<file path="src/bf3sat_pkg.sv">
// Shared constants, types and state codes of the exhaustive 3-SAT checker.
package bf3sat_pkg;

  localparam int MaxVars       = 20;
  localparam int MaxClauses    = 128;
  localparam int VarW          = 5;
  localparam int CntW          = MaxVars + 1;
  localparam int ClauseAddrW   = $clog2(MaxClauses);
  localparam int ClauseTotW    = ClauseAddrW + 1;
  localparam logic [VarW-1:0] VarCountReset = VarW'(10);
  localparam logic [VarW-1:0] VarCountMax   = VarW'(MaxVars);

  typedef struct packed {
    logic [VarW-1:0] vnum;
    logic            pos;
  } lit_t;

  typedef struct packed {
    lit_t lit2;
    lit_t lit1;
    lit_t lit0;
  } clause_t;

  typedef enum logic [1:0] {
    ST_LOAD,
    ST_SEARCH,
    ST_RESULT
  } state_e;

endpackage

</file>
<file path="src/bf3sat_clause_eval.sv">
// Evaluates one stored clause against the current assignment.
module bf3sat_clause_eval
  import bf3sat_pkg::*;
(
  input  clause_t         clause_i,
  input  logic [CntW-1:0] assign_i,
  output logic            clause_ok_o
);

  function automatic logic lit_true(lit_t lit, logic [CntW-1:0] asg);
    logic [VarW-1:0] bit_idx;
    logic            val;
    bit_idx = lit.vnum - VarW'(1);
    if (lit.vnum == '0) begin
      lit_true = 1'b0;
    end else begin
      val = (32'(bit_idx) < CntW) ? asg[bit_idx] : 1'b0;
      lit_true = (val == lit.pos);
    end
  endfunction

  assign clause_ok_o = lit_true(clause_i.lit0, assign_i) |
                       lit_true(clause_i.lit1, assign_i) |
                       lit_true(clause_i.lit2, assign_i);

endmodule

</file>
<file path="config.mk">
export PLATFORM = sky130hd
export DESIGN_NAME = bf3sat_clause_eval
export DESIGN_NICKNAME = d
export VERILOG_FILES = /design/src/bf3sat_pkg.sv /design/src/bf3sat_clause_eval.sv
export SDC_FILE = /design/constraint.sdc
export NUM_CORES = 1
export LEC_CHECK = 0
export BUFFER_PORTS_ARGS = -buffer_cell sky130_fd_sc_hd__buf_2
export CAP_MARGIN = 20
export CORE_MARGIN = 3
export CORE_UTILIZATION = 54
export DETAILED_ROUTE_END_ITERATION = 7
export PLACE_DENSITY = 0.9
export SLEW_MARGIN = 20
export SYNTH_ARGS = -nofsm -noshare
export SYNTH_HDL_FRONTEND = slang
export SYNTH_SLANG_ARGS = --single-unit
</file>
<file path="constraint.sdc">
create_clock -name vclk -period 8.7
set_input_delay 1.74 -clock vclk [all_inputs]
set_output_delay 1.74 -clock vclk [all_outputs]
set_load 0.02 [all_outputs]
</file>
; ---- After elaboration in Yosys (flattened, before gate mapping)
; Cells that the tools add are included.
; W data, S select, Z words.
[totals]
register_bits = 0
inputBits = 39
output_inout_bits = 1
word_cells = 29
[classes]
add_sub_neg = 3
magnitude_cmp = 6
eq_ne = 3
muxes = 12
bitwise = 2
n_reduce_logical = 3
[op_table]
columns = op, count
row1 = $lt A5 B6 Y1 const B, 3
row2 = $bmux W1 S5, 3
row3 = $logic_not A5 Y1, 3
row4 = $lt A5 B5 Y1 const B, 3
row5 = $sub A5 B1 Y5 const B, 3
row6 = $mux W1, 9
row7 = $eq A1 B1 Y1, 3
row8 = $or A1 B1 Y1, 2

; ---- Longest topological paths before layout
; Gate-level depths: netlist (run 1).
[logic_depth]
ltp_word = 8
mapped_depth = 9
ltp_nobuf = 8

; ---- Least setup slack after synthesis (run 1)
; Ideal clock, no wire load.
[synth_timing]
path_kind = input to output
startpoint = in clause_i[1] in the netlist's numbering
endpoint = out clause_ok_o
arrival_time_ns = 3.681
t_required_ns = 6.960
path_slack_ns = 3.279
cell_stages = 8
n_path_buf = 0
cell_sequence = inv_1 ha_1 xor2_2 mux4_2 mux2_2 a221oi_2 mux2i_1 o221ai_2
[synth_via]
elab_chain_len = 8
elab_cells_between_ends = 10
cone_classes = add/sub (1) / order compare (1) / eq/ne (1) / mux (4) / bitwise (2) / reduce/logical (1)
[synth_lines]
columns = item, line_no
row1 = start: declaration, bf3sat_clause_eval.sv:5  ; input clause_t clause_i,
row2 = $sub A5 B1 Y5, bf3sat_clause_eval.sv:13  ; bit_idx = lit.vnum - VarW'(1);
row3 = $bmux W1 S5, bf3sat_clause_eval.sv:17  ; val = (32'(bit_idx) < CntW) ? asg[bit_idx] : 1'b0;
row4 = $mux W1 (not written as such), bf3sat_clause_eval.sv:17
row5 = $mux W1, bf3sat_clause_eval.sv:17
row6 = $eq A1 B1 Y1, bf3sat_clause_eval.sv:18  ; lit_true = (val == lit.pos);
row7 = $mux W1 (*), bf3sat_clause_eval.sv:14  ; if (lit.vnum == '0) begin
row8 = $or A1 B1 Y1 (*), bf3sat_clause_eval.sv:22  ; assign clause_ok_o = lit_true(clause_i.lit0, assign_i) |
row9 = $or A1 B1 Y1 (*), bf3sat_clause_eval.sv:23  ; lit_true(clause_i.lit1, assign_i) |
row10 = end: declaration, bf3sat_clause_eval.sv:7  ; output logic clause_ok_o
; Mark *: on every way between the ends. The rest lies on a longest branch, timed or not. The select of a mux whose other input is x is not followed.

; ---- Worst setup path after layout (run 1)
; Ends and elaborated chain as after synthesis.

==> summary.md, run 1 <==
| Metric | Value |
|---|---|
| Status | `complete, no violations` |
| Main area contributors after synthesis | `sky130_fd_sc_hd__mux4_1, sky130_fd_sc_hd__mux2i_1, sky130_fd_sc_hd__mux4_2` |
| Reported net switching power | `31.68 uW` |
| Proportion of power drawn by combinational gates | `1.000` |
| Signal arrival time at the worst endpoint | `4260 ps` |
| Final Hold Vio Count | `0` |
| Worst setup path category | `in -> out` |
| Number of buffers inserted to repair setup after CTS | `0` |
| Ratio of routed vias to standard cells | `6.277` |
| Syn-to-layout area delta | `18.77%` |
| Number of flip-flops and latches | `0` |
| Post-detail-place hpwl | `2160 um` |
| Setup repair after global routing missed its margin | `false` |
| Starting utilization of the core area | `0.6048` |
| Critical path startpoint category | `input port` |
| Longest individual stage delay on the worst path | `360 ps` |
| Commonest cells post-synth | `sky130_fd_sc_hd__mux2i_1, sky130_fd_sc_hd__inv_1, sky130_fd_sc_hd__mux4_1, sky130_fd_sc_hd__xor2_1` |
| Total overflow reported by the global router | `0` |
| Top cell type's share of synthesized area | `0.1929` |
| Launch point of the critical path | `clause_i[1]` |
| Antenna violations before repair | `0` |
| Vias after detailed routing | `929` |
| Register area share after synthesis | `0` |
| Maximum capacitance violations | `0` |
| Die area | `2306 um2` |
| CP max stage cell | `sky130_fd_sc_hd__mux4_2` |
| Fraction of layout instances using a drive strength above 1 | `0.4167` |
| Syn nets | `139` |
| Fin cells | `148` |
| Footprint of the flip-flops and latches | `0 um2` |
| Critical Path Sink Type | `output pin` |
| Maximum fanout count along the critical path | `11` |
| P_int | `35.54 uW` |
| Total negative slack for setup checks | `0 ps` |
| Worst Min Path Start | `clause_i[6]` |
| Sequential Power Share | `0` |
| Number of cells upsized or downsized after cts | `0` |
| ANT nets after route | `0` |
| Layout fillers | `117` |
| Count leader, synth | `sky130_fd_sc_hd__mux2i_1` |
| Number of nets at the end of the flow | `176` |
| Tightest Pin Transition | `476.1 ps` |
| Highest clock rate | `0.1668 GHz` |
| Die Wd | `48.02 um` |
| Number of global-route vias before repair | `855` |
| Synthesized instance count | `97` |
| Worst-path cell chain | `buf_2 > inv_1 > ha_1 > xor2_2 > mux4_2 > mux2_2 > a221oi_2 > mux2i_1 > o221ai_2 > buf_2` |
| Top-level port count | `40` |
| Final number of max-transition violations | `0` |
| Average instance area after synthesis | `9.829 um2` |
| Standard-cell row count | `14` |
| Buffers added on ports | `40` |
| Number of buffers inserted by hold repair at cts | `0` |
| Y dimension of the die | `48.02 um` |
| DR iter-0 viols | `9` |
| Switch share | `0.4712` |
| DRC Markers | `0` |
| Global routing usage summed across all routing layers | `0.2240` |
| Final estimated routing congestion in global placement | `0.8124` |
| Count of final setup violators | `0` |
| Cell type with the highest aggregate area in the netlist | `sky130_fd_sc_hd__mux4_1` |
| Headroom to the max-slew limit | `0.6815` |
| Sum of routed wire length over all layers | `2495 um` |
| Diodes inserted | `0` |
| Leakage power total | `0.0005605 uW` |
| Worst hold-check path type | `in -> out` |
| Ys Warns | `0` |
| Number of placed instances, taps included | `148` |
| PwrDens | `59.37 nW/um2` |
| Unique cell type count in the Yosys netlist | `36` |
| Pre-Repair DR Iteration Count | `4` |
| Shortest period the worst path allows | `5995 ps` |
| Clock group share of total power | `0` |
| Required time reported for the critical path endpoint | `6960 ps` |
| Wire length of the first global-routing pass | `3691 um` |
| Most repeated library cell on the critical path | `sky130_fd_sc_hd__buf_2` |
| Cell area after technology mapping | `953.4 um2` |
| Final worst path period share | `0.6891` |
| Average wire length per cell after detail routing | `16.86 um` |
| Core region area | `1577 um2` |
| Largest net degree at the start of global routing | `12` |
| Peak supply drop | `0.02802 mV` |
| Number of clock buffers in the layout | `0` |
==> final timing paths <==
path	endpoint	slack, ps	cells after the start
setup / recovery	clause_ok_o	2700	10
hold / removal	clause_ok_o	3910	4
==> power by group through the flow <==
stage	combinational (uW)	sequential (uW)	clock [uW]
2_1_floorplan	48.4	0	0
3_3_place_gp	64.0	0	0
3_5_place_dp	66.9	0	0
4_1_cts	67.2	0	0
5_1_grt	73.3	0	0
6_report	67.2	0	0
==> stage by stage <==
step                setup slack, ps  hold WS, ps  instance area [um2]    util  power [uW]
floorplan                      3279         3739                953.4       -       48.35
global placement               2812         3905                 1132  0.7183       64.03
detailed placement             2727         3916                 1132  0.7183       66.91
CTS                            2710         3916                 1132  0.7183       67.25
global route                   2578         3933                 1132  0.7183       73.29
finish                         2705         3910                 1132  0.7183       67.22
==> layout by cell type (no fill, tap or decap), drive strengths merged, types with 2 or more instances in the layout <==
master,Yosys,routed
a211oi,2,2
a21oi,2,2
a31oi,2,2
and2b,3,3
buf,3,40
ha,3,3
inv,9,9
mux2,3,3
mux2i,16,16
mux4,11,11
nand2,3,3
nand3,2,2
nor2,4,4
nor3,4,4
nor3b,3,3
nor4bb,2,2
o32ai,2,2
xnor2,2,2
xor2,8,8
==> cell families after synthesis <==
group / synth area share
buffers and inverters: 0.07874
adders and majority gates: 0.03937
AOI/OAI and AO/OA: 0.1181
and+or+nand+nor: 0.1733
muxes: 0.4908
xor gates and xnor gates: 0.09975
==> per-layer routing <==
| layer | wire length [um] | track usage |
|---|---|---|
| met5 | 0 | 0 |
| met4 | 51 | 0.06452 |
| met1 | 954 | 0.2517 |
| met3 | 112 | 0.01128 |
| met2 | 1376 | 0.4433 |
==> final cells by class <==
type,count,area [um2],area share
multi-input cells,83,878.3,0.7757
repair buffers,40,200.2,0.1768
inverters,9,33.78,0.02983
well taps,16,20.02,0.01768
==> worst max-delay path, delay by kind of cell <==
family | cells | cell delay, ps
buffers and inverters | 3 | 540
XOR/XNOR | 1 | 320
adder cells (fa/ha/maj) | 1 | 310
multiplexers | 3 | 940
AO/OA/AOI/OAI | 2 | 400
(Power assumes the default switching activity.)
==> inputs of run 2 (changes only) <==
- ABC_AREA: default -> 1
- CORE_UTILIZATION: 54 -> 53
- PLACE_DENSITY: 0.9 -> 0.87
- clock period: 8.7 -> 6 ns (I/O delays scaled with it)
==> summary.md, run 2 <==
| Metric | Value |
|---|---|
| Core region area | `1783 um2` |
| Signal arrival time at the worst endpoint | `3060 ps` |
| Buffers added on ports | `40` |
| Sum of routed wire length over all layers | `2812 um` |
| Post-Place Setup Slack | `1790 ps` |
| Diodes inserted | `0` |
| Number of cells on the worst hold path | `6` |
| Top-level port count | `40` |
| Worst Min Path Start | `clause_i[0]` |
| Syn nets | `260` |
| Fin cells | `277` |
| Final Hold Vio Count | `0` |
| Highest clock rate | `0.2350 GHz` |
| Pre-Repair DR Iteration Count | `4` |
| Number of global-route vias before repair | `1,206` |
| Average wire length per cell after detail routing | `10.15 um` |
| Tightest Pin Transition | `329.7 ps` |
| Number of clock buffers in the layout | `0` |
| Top cell type's share of synthesized area | `0.3241` |
| Destination of the worst hold path | `clause_ok_o` |
| Wire length of the first global-routing pass | `4705 um` |
| Fraction of layout instances using a drive strength above 1 | `0.1865` |
| Peak supply drop | `0.04670 mV` |
| Number of flip-flops and latches | `0` |
| Ys Warns | `0` |
| Number of placed instances, taps included | `277` |
| Number of cells upsized or downsized after cts | `0` |
| Setup repair after global routing missed its margin | `false` |
| Layout fillers | `203` |
| Leakage power total | `0.0007478 uW` |
| Worst setup path category | `in -> out` |
| Most used cells in the layout excluding fill and tap cells | `sky130_fd_sc_hd__nand2_1, sky130_fd_sc_hd__buf_2, sky130_fd_sc_hd__nand3_1` |
| Area of the multi-input gates | `844.6 um2` |
| Critical path startpoint category | `input port` |
| Main area contributors after synthesis | `sky130_fd_sc_hd__nand2_1, sky130_fd_sc_hd__nand3_1, sky130_fd_sc_hd__inv_1` |
| Required time reported for the critical path endpoint | `4800 ps` |
| Cell area after technology mapping | `1042 um2` |
| Total negative slack for setup checks | `0 ps` |
| Number of buffers inserted to repair setup after CTS | `0` |
| Y dimension of the die | `50.35 um` |
| Core occupancy in the finished layout | `0.6765` |
| Number of buffers inserted by hold repair at cts | `0` |
| Final worst path period share | `0.7092` |
| Starting utilization of the core area | `0.5846` |
| Count leader, synth | `sky130_fd_sc_hd__nand2_1` |
| Post-detail-place hpwl | `2379 um` |
| Cell type with the highest aggregate area in the netlist | `sky130_fd_sc_hd__nand2_1` |
| Final estimated routing congestion in global placement | `0.9683` |
| Commonest cells post-synth | `sky130_fd_sc_hd__nand2_1, sky130_fd_sc_hd__nand3_1, sky130_fd_sc_hd__inv_1` |
| Most common library cell in the layout ignoring fill and taps | `sky130_fd_sc_hd__nand2_1` |
| Worst hold-check path type | `in -> out` |
| Synthesized instance count | `218` |
| Vias after detailed routing | `1,414` |
| Largest net degree at the start of global routing | `19` |
| DRC Markers | `0` |
| Syn-to-layout area delta | `15.73%` |
| Shortest period the worst path allows | `4255 ps` |
| Headroom to the max-slew limit | `0.7786` |
| DR iter-0 viols | `32` |
| Average instance area after synthesis | `4.781 um2` |
| Footprint of the flip-flops and latches | `0 um2` |
| Ratio of routed vias to standard cells | `5.105` |
| Total overflow reported by the global router | `0` |
| Critical Path Sink Type | `output pin` |
| Register area share after synthesis | `0` |
| Count of final setup violators | `0` |
| Total power | `100.4 uW` |
| Min setup slack post-route | `1745 ps` |
| Number of nets at the end of the flow | `296` |
| Unique cell type count in the Yosys netlist | `24` |
| Die area | `2535 um2` |
| Maximum fanout count along the critical path | `17` |
| Maximum capacitance violations | `0` |
| ANT nets after route | `0` |
| Status | `complete, no violations` |
| Final number of max-transition violations | `0` |
| Die Wd | `50.35 um` |
| Global routing usage summed across all routing layers | `0.2239` |
| PwrDens | `83.21 nW/um2` |
| Antenna violations before repair | `0` |
| Standard-cell row count | `15` |
-- run 2: changes by cell type in the layout (fill, tap and decap cells not counted), sizes merged, moves of 6 or more --
cell,before,now
inv,9,34
mux2i,16,0
mux4,11,0
nand2,3,91
nand3,2,35
nor2,4,14
o21ai,0,12
xor2,8,2
-- run 2: how the worst max path moves through the flow --
stage / start / endpoint / slack, ps
detailed placement: clause_i[7] / clause_ok_o / 1790
CTS: clause_i[7] / clause_ok_o / 1780
global route: clause_i[7] / clause_ok_o / 1500
global placement: clause_i[7] / clause_ok_o / 1790
floorplan: clause_i[7] / clause_ok_o / 2240
finish: clause_i[7] / clause_ok_o / 1740
-- run 2: layer usage --
metal  up-vias  track usage  wire length [um]
li1        759            -                 -
met4         0      0.04036                28
met3         4      0.01187               238
met1       590       0.2855              1190
met5         -            0                 0
met2        61       0.4130              1355
-- run 2: area by class of cell --
cell class | count | share of cell area
tap | 25 | 0.02593
multi-input combinational | 178 | 0.7002
timing repair buffer | 40 | 0.1660
inverter | 34 | 0.1079
-- run 2: power by group --
group / leakage [uW] / switching [uW] / internal [uW]
registers: 0 / 0 / 0
clock network: 0 / 0 / 0
logic: 0.000748 / 60.4 / 40.0
total: 0.000748 / 60.4 / 40.0
-- run 2: kinds of logic after synthesis --
logic type,after synthesis,synth area share
buffers and inverters,40,0.1897
XOR/XNOR,7,0.05882
adder cells (fa/ha/maj),3,0.03602
AO/OA/AOI/OAI,21,0.1129
AND/OR/NAND/NOR,147,0.6026
-- run 2: stage by stage --
step,hold WS (ps),cell area [um2]
finish,2841,1206
floorplan,2681,1042
global route,2888,1206
CTS,2846,1206
global placement,2838,1206
detailed placement,2844,1206
-- run 2: worst max-delay path: stages --
cell and delay (ps):
sky130_fd_sc_hd__buf_2 250, sky130_fd_sc_hd__inv_1 180, sky130_fd_sc_hd__ha_1 430, sky130_fd_sc_hd__inv_1 140, sky130_fd_sc_hd__o21ai_0 250, sky130_fd_sc_hd__nand2_1 70, sky130_fd_sc_hd__nand2_1 70, sky130_fd_sc_hd__nand2_1 60
sky130_fd_sc_hd__nand2_1 70, sky130_fd_sc_hd__nand2_1 40, sky130_fd_sc_hd__nand3_1 60, sky130_fd_sc_hd__nand3_1 70, sky130_fd_sc_hd__buf_2 160
==> inputs of run 3 (changes only) <==
- CORE_UTILIZATION: 53 -> 48
- PLACE_DENSITY: 0.87 -> 0.83
- clock period: 6 -> 3.85 ns (I/O delays scaled with it)
==> summary.md, run 3 (synthesis results as in run 2) <==
| Metric | Value |
|---|---|
| Final estimated routing congestion in global placement | `0.9263` |
| Number of cells on the worst hold path | `6` |
| Clock group share of total power | `0` |
| DR iter-0 viols | `59` |
| Number of cells upsized or downsized after cts | `0` |
| PwrDens | `129.0 nW/um2` |
| Average wire length per cell after detail routing | `10.12 um` |
| Setup repair after global routing missed its margin | `false` |
| Final worst path period share | `0.8757` |
| Pre-Repair DR Iteration Count | `5` |
| Destination of the worst hold path | `clause_ok_o` |
| Worst-path cell chain | `buf_2 > inv_1 > ha_1 > inv_1 > o21ai_0 > nand2_1 > nand2_1 > nand2_1 > nand2_1 > nand2_1 > nand3_1 > nand3_1 > buf_2` |
| Final number of max-transition violations | `0` |
| Switch share | `0.6003` |
| Number of buffers inserted to repair setup after CTS | `0` |
| Sequential Power Share | `0` |
| Global routing usage summed across all routing layers | `0.2093` |
| Maximum capacitance violations | `0` |
| Reported net switching power | `93.57 uW` |
| ANT nets after route | `0` |
| Highest clock rate | `0.2966 GHz` |
| Detailed-routing wirelength on met1 | `1170 um` |
| Cell family with most CP delay | `buffers and inverters` |
| Min setup slack post-route | `478.6 ps` |
| Top metal layer carrying routed signals | `met4` |
| Total overflow reported by the global router | `0` |
| Worst Min Path Start | `clause_i[0]` |
| CP max stage cell | `sky130_fd_sc_hd__ha_1` |
| Critical path startpoint category | `input port` |
| Number of nets at the end of the flow | `296` |
| Top-level port count | `40` |
| Die area | `2766 um2` |
| Core region area | `2002 um2` |
| Critical Path Sink Type | `output pin` |
| Number of flip-flops and latches | `0` |
| Most used cells in the layout excluding fill and tap cells | `sky130_fd_sc_hd__nand2_1, sky130_fd_sc_hd__buf_2, sky130_fd_sc_hd__nand3_1` |
| Antenna violations before repair | `0` |
| Worst hold-check path type | `in -> out` |
| Met3 WL post-DR | `235 um` |
| Required time reported for the critical path endpoint | `3080 ps` |
| Wire length of the first global-routing pass | `4650 um` |
| Y dimension of the die | `52.60 um` |
| Number of clock buffers in the layout | `0` |
| Most common library cell in the layout ignoring fill and taps | `sky130_fd_sc_hd__nand2_1` |
| Post-detail-place hpwl | `2392 um` |
| Number of global-route vias before repair | `1,154` |
| Buffers added on ports | `40` |
| Total power | `155.9 uW` |
| Footprint of the flip-flops and latches | `0 um2` |
| Most repeated library cell on the critical path | `sky130_fd_sc_hd__nand2_1` |
| Longest individual stage delay on the worst path | `430 ps` |
| Vias after detailed routing | `1,425` |
| Starting utilization of the core area | `0.5206` |
| P_int | `62.29 uW` |
| Syn-to-layout area delta | `15.97%` |
| Largest net degree at the start of global routing | `19` |
| Fraction of layout instances using a drive strength above 1 | `0.1865` |
| Tightest Pin Transition | `317.7 ps` |
| Signal arrival time at the worst endpoint | `2600 ps` |
| Worst-case hold slack | `1979 ps` |
| Peak supply drop | `0.06559 mV` |
| Headroom to the max-slew limit | `0.7867` |
| Ratio of routed vias to standard cells | `5.108` |
| Post-Place Setup Slack | `497.9 ps` |
| Maximum fanout count along the critical path | `17` |
| Sum of routed wire length over all layers | `2823 um` |
| Logic depth of the worst setup path including buffers | `13` |
| Total negative slack for setup checks | `0 ps` |
| Count of final setup violators | `0` |
| Launch point of the critical path | `clause_i[7]` |
| Shortest period the worst path allows | `3371 ps` |
| DRC Markers | `0` |
| Number of buffers inserted by hold repair at cts | `0` |
| Final Hold Vio Count | `0` |
| Standard-cell row count | `16` |
| Met2 wire length | `1401 um` |
| Worst path bufs/invs | `4` |
| Proportion of power drawn by combinational gates | `1.000` |
| Leakage power total | `0.0007478 uW` |
| Worst setup path category | `in -> out` |
| Status | `complete, no violations` |
| Diodes inserted | `0` |
| Die Wd | `52.60 um` |
[run 3: cell counts in the layout (fill, tap and decap cells not counted)]
Identical to the previous run, type by type.
[run 3: per-layer routing]
layer,GRT usage,up-vias
met5,0,-
met4,0.01277,0
met3,0.002849,2
met2,0.3678,63
met1,0.2946,603
li1,-,757
[run 3: area by class of cell]
class                           instances  area, um2
Tap cell                               27      33.78
Multi-Input combinational cell        178      844.6
Timing Repair Buffer                   40      200.2
Inverter                               34      130.1
Fill cell                             226      793.3
[run 3: tightest hold or removal path: cells and delay by family]
kind	cells	cell delay (ps)
buffers and inverters	2	240
and+or+nand+nor	4	200
[run 3: power by group through the flow]
stage,registers (uW),clock network (uW),logic [uW]
6_report,0,0,156
5_1_grt,0,0,179
4_1_cts,0,0,154
3_5_place_dp,0,0,154
3_3_place_gp,0,0,152
2_1_floorplan,0,0,114
[run 3: worst max-delay path by stage]
stage	endpoint	slack, ps
5_1_grt	clause_ok_o	250
6_report	clause_ok_o	480
2_1_floorplan	clause_ok_o	950
3_3_place_gp	clause_ok_o	510
4_1_cts	clause_ok_o	490
3_5_place_dp	clause_ok_o	500
[run 3: through the flow]
stage | utilization | instance area, um2 | std cells
after detailed placement | 0.6038 | 1209 | 279
after global placement | 0.6038 | 1209 | 279
after global routing | 0.6038 | 1209 | 279
after CTS | 0.6038 | 1209 | 279
final | 0.6038 | 1209 | 279
after floorplan | - | 1042 | 218
